`config.mk`:
```
export PLATFORM = sky130hd
export DESIGN_NAME = pfra_ctrl
export DESIGN_NICKNAME = d
export VERILOG_FILES = /design/src/pfra_pkg.sv /design/src/pfra_ctrl.sv
export SDC_FILE = /design/constraint.sdc
export NUM_CORES = 1
export LEC_CHECK = 0
export BUFFER_PORTS_ARGS = -buffer_cell sky130_fd_sc_hd__buf_4
export CORE_AREA = 2 2 39 41
export DETAILED_ROUTE_END_ITERATION = 10
export DIE_AREA = 0 0 41 43
export PLACE_DENSITY = 0.52
export SLEW_MARGIN = 0
export SYNTH_ARGS = -nofsm -noshare
export SYNTH_HDL_FRONTEND = slang
export SYNTH_SLANG_ARGS = --single-unit
```
`constraint.sdc`:
```
create_clock -name clk -period 1.7 [get_ports clk]
set_input_delay 0.085 -clock clk [delete_from_list [all_inputs] [get_ports clk]]
set_output_delay 0.085 -clock clk [all_outputs]
set_load 0.05 [all_outputs]
```
`src/pfra_pkg.sv`:
```
`default_nettype none

package pfra_pkg;

  localparam int OP_W     = 1;
  localparam int START_W  = 12;
  localparam int COUNT_W  = 13;
  localparam int FC_W     = 13;
  localparam int ADDR_W   = 24;

  localparam logic [FC_W-1:0] FRAME_COUNT_RESET = 13'd4096;

  localparam logic [OP_W-1:0] OP_ALLOC = 1'b0;
  localparam logic [OP_W-1:0] OP_FREE  = 1'b1;

  typedef struct packed {
    logic [OP_W-1:0]    op;
    logic [START_W-1:0] start_frame;
    logic [COUNT_W-1:0] page_count;
  } req_t;

  typedef struct packed {
    logic              found;
    logic [ADDR_W-1:0] address;
  } rsp_t;

  typedef enum logic [2:0] {
    ST_CLEAR,
    ST_IDLE,
    ST_SCAN,
    ST_MARK,
    ST_FREE,
    ST_DONE
  } state_t;

  typedef struct packed {
    logic clear;
    logic load;
    logic scan;
    logic mark;
    logic free;
  } cmd_t;

  typedef struct packed {
    logic clear_last;
    logic req_free;
    logic req_zero;
    logic found;
    logic scan_end;
    logic mark_last;
    logic free_end;
  } status_t;

endpackage

`default_nettype wire

```
`src/pfra_ctrl.sv`:
```
`default_nettype none

module pfra_ctrl
  import pfra_pkg::*;
(
  input  logic    clk,
  input  logic    rst,
  input  logic    start,
  input  status_t status,
  output cmd_t    cmd,
  output logic    busy,
  output logic    done
);

  state_t state;
  state_t state_next;

  always_ff @(posedge clk) begin
    if (rst) begin
      state <= ST_CLEAR;
    end else begin
      state <= state_next;
    end
  end

  always_comb begin
    state_next = state;
    unique case (state)
      ST_CLEAR: begin
        if (status.clear_last) state_next = ST_IDLE;
      end
      ST_IDLE: begin
        if (start) begin
          priority if (status.req_free) state_next = ST_FREE;
          else if (status.req_zero)     state_next = ST_DONE;
          else                          state_next = ST_SCAN;
        end
      end
      ST_SCAN: begin
        priority if (status.found) state_next = ST_MARK;
        else if (status.scan_end)  state_next = ST_DONE;
      end
      ST_MARK: begin
        if (status.mark_last) state_next = ST_DONE;
      end
      ST_FREE: begin
        if (status.free_end) state_next = ST_DONE;
      end
      ST_DONE: begin
        state_next = ST_IDLE;
      end
      default: begin
        state_next = ST_CLEAR;
      end
    endcase
  end

  always_comb begin
    cmd.clear = (state == ST_CLEAR);
    cmd.load  = (state == ST_IDLE) && start;
    cmd.scan  = (state == ST_SCAN);
    cmd.mark  = (state == ST_MARK);
    cmd.free  = (state == ST_FREE);
    busy      = (state != ST_IDLE);
    done      = (state == ST_DONE);
  end

endmodule

`default_nettype wire

```
[Yosys cells after proc, flatten, opt, wreduce, memory -nomap -nowiden]
Cells that the tools add are included.
Widths: inputs -> output; s select.
Storage, ports and cells
  output and inout port bits: 7
  register bits: 3
  input bits: 10
Operators by class
  mux-type cells: 9
  equal/unequal tests: 11
  reductions and logical operators: 3
Operator list (number)
  $mux 3: 8
  $pmux 3 s6: 1
  $ne 2x2->1 const B: 4
  $eq 3x2->1 const B: 2
  $eq 3x3->1 const B: 2
  $reduce_and 5->1: 1
  $eq 3x1->1 const B: 1
  $logic_not 3->1: 1
  $ne 3x1->1 const B: 1
  $ne 3x3->1 const B: 1
  $logic_and 1x1->1: 1

[Logic depth before layout (Yosys ltp)]
  word-level depth: 4
  depth in mapped cells: 5
  depth with buffers taken out: 4

[Worst setup path before layout]
No wires, ideal clock.
  path type: flip-flop to flip-flop
  start point: reg state[2]
  end point: reg state[2]
  data arrival time: 1848 ps
  library setup time: 81 ps
  buffers on the path: 0
  stages on the path, launching flop included: 5
  path slack: -229 ps
  period minus slack after synthesis: 1929 ps
  cells stage by stage: dfxtp_1 > inv_1 > nor3_1 > a21oi_1 > nor3_1
RTL lines
  from (decl): RTL line pfra_ctrl.sv:15  | state_t state;
  from (signal assigned): RTL line pfra_ctrl.sv:22  | state <= state_next;

==> results.sh <==
export IMPL_grt_usage_pct=10.3
export IMPL_fill_cells=167
export IMPL_cts_buffers=3
export IMPL_start_util_pct=18.4
export IMPL_avgRoutedWirePerCell_um=10.8
export IMPL_ff2ff_path_depth=3
export IMPL_register_area_um2=61.3
export IMPL_synth_cell_type_count=21
export IMPL_yosys_warnings=0
export IMPL_worstPathArrival_ns=1.43
export IMPL_max_freq_mhz=660
export IMPL_synth_ff_type="dfxtp_1"
export IMPL_cp_required_ns=1.62
export IMPL_core_um2=1380
export IMPL_status="completed"
export IMPL_antenna_found_initial=0
export IMPL_fin_crit_sh_pct=89.1
export IMPL_dieArea_um2=1760
export IMPL_powerDensity_nw_per_um2=1150
export IMPL_reg2reg_to="state[0]"
export IMPL_fin_ws_ns=0.185
export IMPL_avgViaCountPerCell=4.49
export IMPL_path_cells="inv_1, or3_1, nor2_2, buf_4"
export IMPL_criticalPathCategory="flip-flop to output pin"
export IMPL_largest_reg_flops=3
export IMPL_cap_violations=0
export IMPL_chipWidth_um=41
export IMPL_cp_depth=4
export IMPL_cts_tree="built"
export IMPL_routed_wl_um=721
export IMPL_dp_hpwl_um=538
export IMPL_syn_to_final_growth_pct=65.5
export IMPL_htree_levels=1
export IMPL_port_buffer_count=16
export IMPL_drv_slew=0
export IMPL_cellLeakagePower_nw=0.192
export IMPL_synth_seq_cells=3
export IMPL_finalHoldViolations=0
export IMPL_rsz0062_at_grt="no"
export IMPL_die_h_um=43
export IMPL_period_minus_slack_ns=1.51
export IMPL_drc=0
export IMPL_max_stage_delay_ns=0.42
export IMPL_setup_violations=0
export IMPL_stdcell_area_um2=420
export IMPL_reg2reg_from="state[0]"
export IMPL_seq_area_frac_synth_pct=23.6
export IMPL_synth_area_um2=254
export IMPL_cp_max_fo=9
export IMPL_largestRegisters="state x3"
export IMPL_synth_edff_count=0
export IMPL_ys_top_cells_by_area="dfxtp_1 24%, nor3_1 9.9%, mux4_2 8.9%"
export IMPL_path_delay_family="simple AND/OR/NAND/NOR gates"
export IMPL_worstSkewPairLatency_ns=0.23
export IMPL_place_congestion=0.723
export IMPL_root_buffer="clkbuf_4"
export IMPL_yosys_top_cells_count="5 x nor3_1, 3 x dfxtp_1, 3 x inv_1"
export IMPL_clock_sinks=3
export IMPL_drive_above_1_share_pct=47.1
export IMPL_hold_buffers=0
export IMPL_tightestPinTransition_ns=0.387
export IMPL_yosysTopAreaCell="dfxtp_1"
export IMPL_grt_pass1_wl_um=1260
export IMPL_ant_nets=0
export IMPL_reg2reg_slack_ns=0.34
export IMPL_critPathBufInv=2
export IMPL_multi_input_area_um2=181
export IMPL_clk_pin_slew_worst_paths_ns=0.04
export IMPL_layoutNonFillerInstCount=67
export IMPL_grt_max_degree=13
export IMPL_critPathSlowestCell="dfxtp_2"
export IMPL_dr_total_vias=301
export IMPL_vdd_drop_max_v=0.000466
export IMPL_clock_skew_ns=0.00242
export IMPL_grt_overflow_total=0
export IMPL_placed_area_um2=393
export IMPL_synth_top_area_share_pct=23.6
export IMPL_syn_avg_cell_area_um2=7.70
export IMPL_io_pins=17
export IMPL_dr_pass1_iters=1
export IMPL_post_route_util_pct=30.4
export IMPL_rows=14
export IMPL_drt_iter0_markers=0
export IMPL_hold_path_class="input pin to flip-flop"
export IMPL_tns_ns=0
export IMPL_slew_headroom_pct=74.2
export IMPL_grt_pass1_vias=343
export IMPL_syn_nets=43
export IMPL_cp_endpoint="cmd[3]"
export IMPL_critPathLaunch="state[0]"
export IMPL_largest_register="state"
export IMPL_start_kind="flip-flop"
export IMPL_fin_nets=62
export IMPL_yosysMostFrequentCell="nor3_1"
export IMPL_dp_cells=63
export IMPL_place_ws_ns=0.231
export IMPL_netlist_instances=33
export IMPL_end_kind="output pin"
export IMPL_ctsLongestPathBuffers=2
export IMPL_num_antenna_cells=0
export IMPL_async_flop_share_pct=0
## cells by family (layout without fill, tap and decap cells)
| family | after synthesis | after routing | synth area share, % |
|---|---|---|---|
| flops | 3 | 3 | 23.6 |
| buf+inv | 5 | 23 | 7.88 |
| mux | 3 | 3 | 16.7 |
| compound gates | 6 | 6 | 15.8 |
| simple gates | 16 | 16 | 36.0 |
## cells in the final DEF (no fill, tap or decap), types with 2 or more instances in the layout
| cell | synthesis | routed |
|---|---|---|
| clkbuf_4 | 0 | 3 |
| nor3_1 | 5 | 4 |
| mux2i_1 | 2 | 2 |
| buf_4 | 0 | 16 |
| and3_1 | 2 | 2 |
| a21oi_1 | 2 | 2 |
| dfxtp_1 | 3 | 2 |
| nor2_2 | 1 | 2 |
| inv_1 | 3 | 3 |
## worst min-delay path by stage
stage          startpoint       end  slack [ns]  cells after the start
2_1_floorplan         rst  state[1]        0.16                      1
3_3_place_gp          rst  state[1]        0.29                      2
3_5_place_dp          rst  state[1]        0.28                      2
4_1_cts               rst  state[1]        0.03                      2
5_1_grt               rst  state[1]        0.04                      2
6_report              rst  state[1]        0.04                      2
## area by class of cell
type                       count  area share [%]
clock buffer                   4            6.25
inverter                       3            2.68
multi-input combinational     25            43.2
sequential                     3            14.6
tap                           16            4.76
timing repair buffer          16            28.6
## power breakdown
part	internal, mW	total, mW	leakage, nW	switching [mW]
registers	0.0839	0.111	0.0248	0.0276
clock network	0.0881	0.128	0.0150	0.0395
logic	0.0913	0.242	0.152	0.151
total	0.263	0.481	0.192	0.218
## per-layer routing
layer / vias up / global-route usage [%] / share of wire [%]
met5: - / 0 / 0
met4: 0 / 6.00 / 0
met3: 0 / 2.09 / 5.7
met2: 7 / 16.9 / 49
met1: 139 / 11.5 / 45
li1: 155 / - / -
## repair_timing
action                     4_1_cts  5_1_grt
resized for setup                0        1
setup endpoints to repair        0        1
buffers inserted                 0        0
## through the flow
step	total power [mW]	hold slack (ns)
after floorplan	0.284	0.162
after global placement	0.352	0.287
after detailed placement	0.355	0.283
after CTS	0.490	0.0332
after global routing	0.516	0.0435
final	0.481	0.0427
Note: power is estimated with default switching activity, not from simulation.
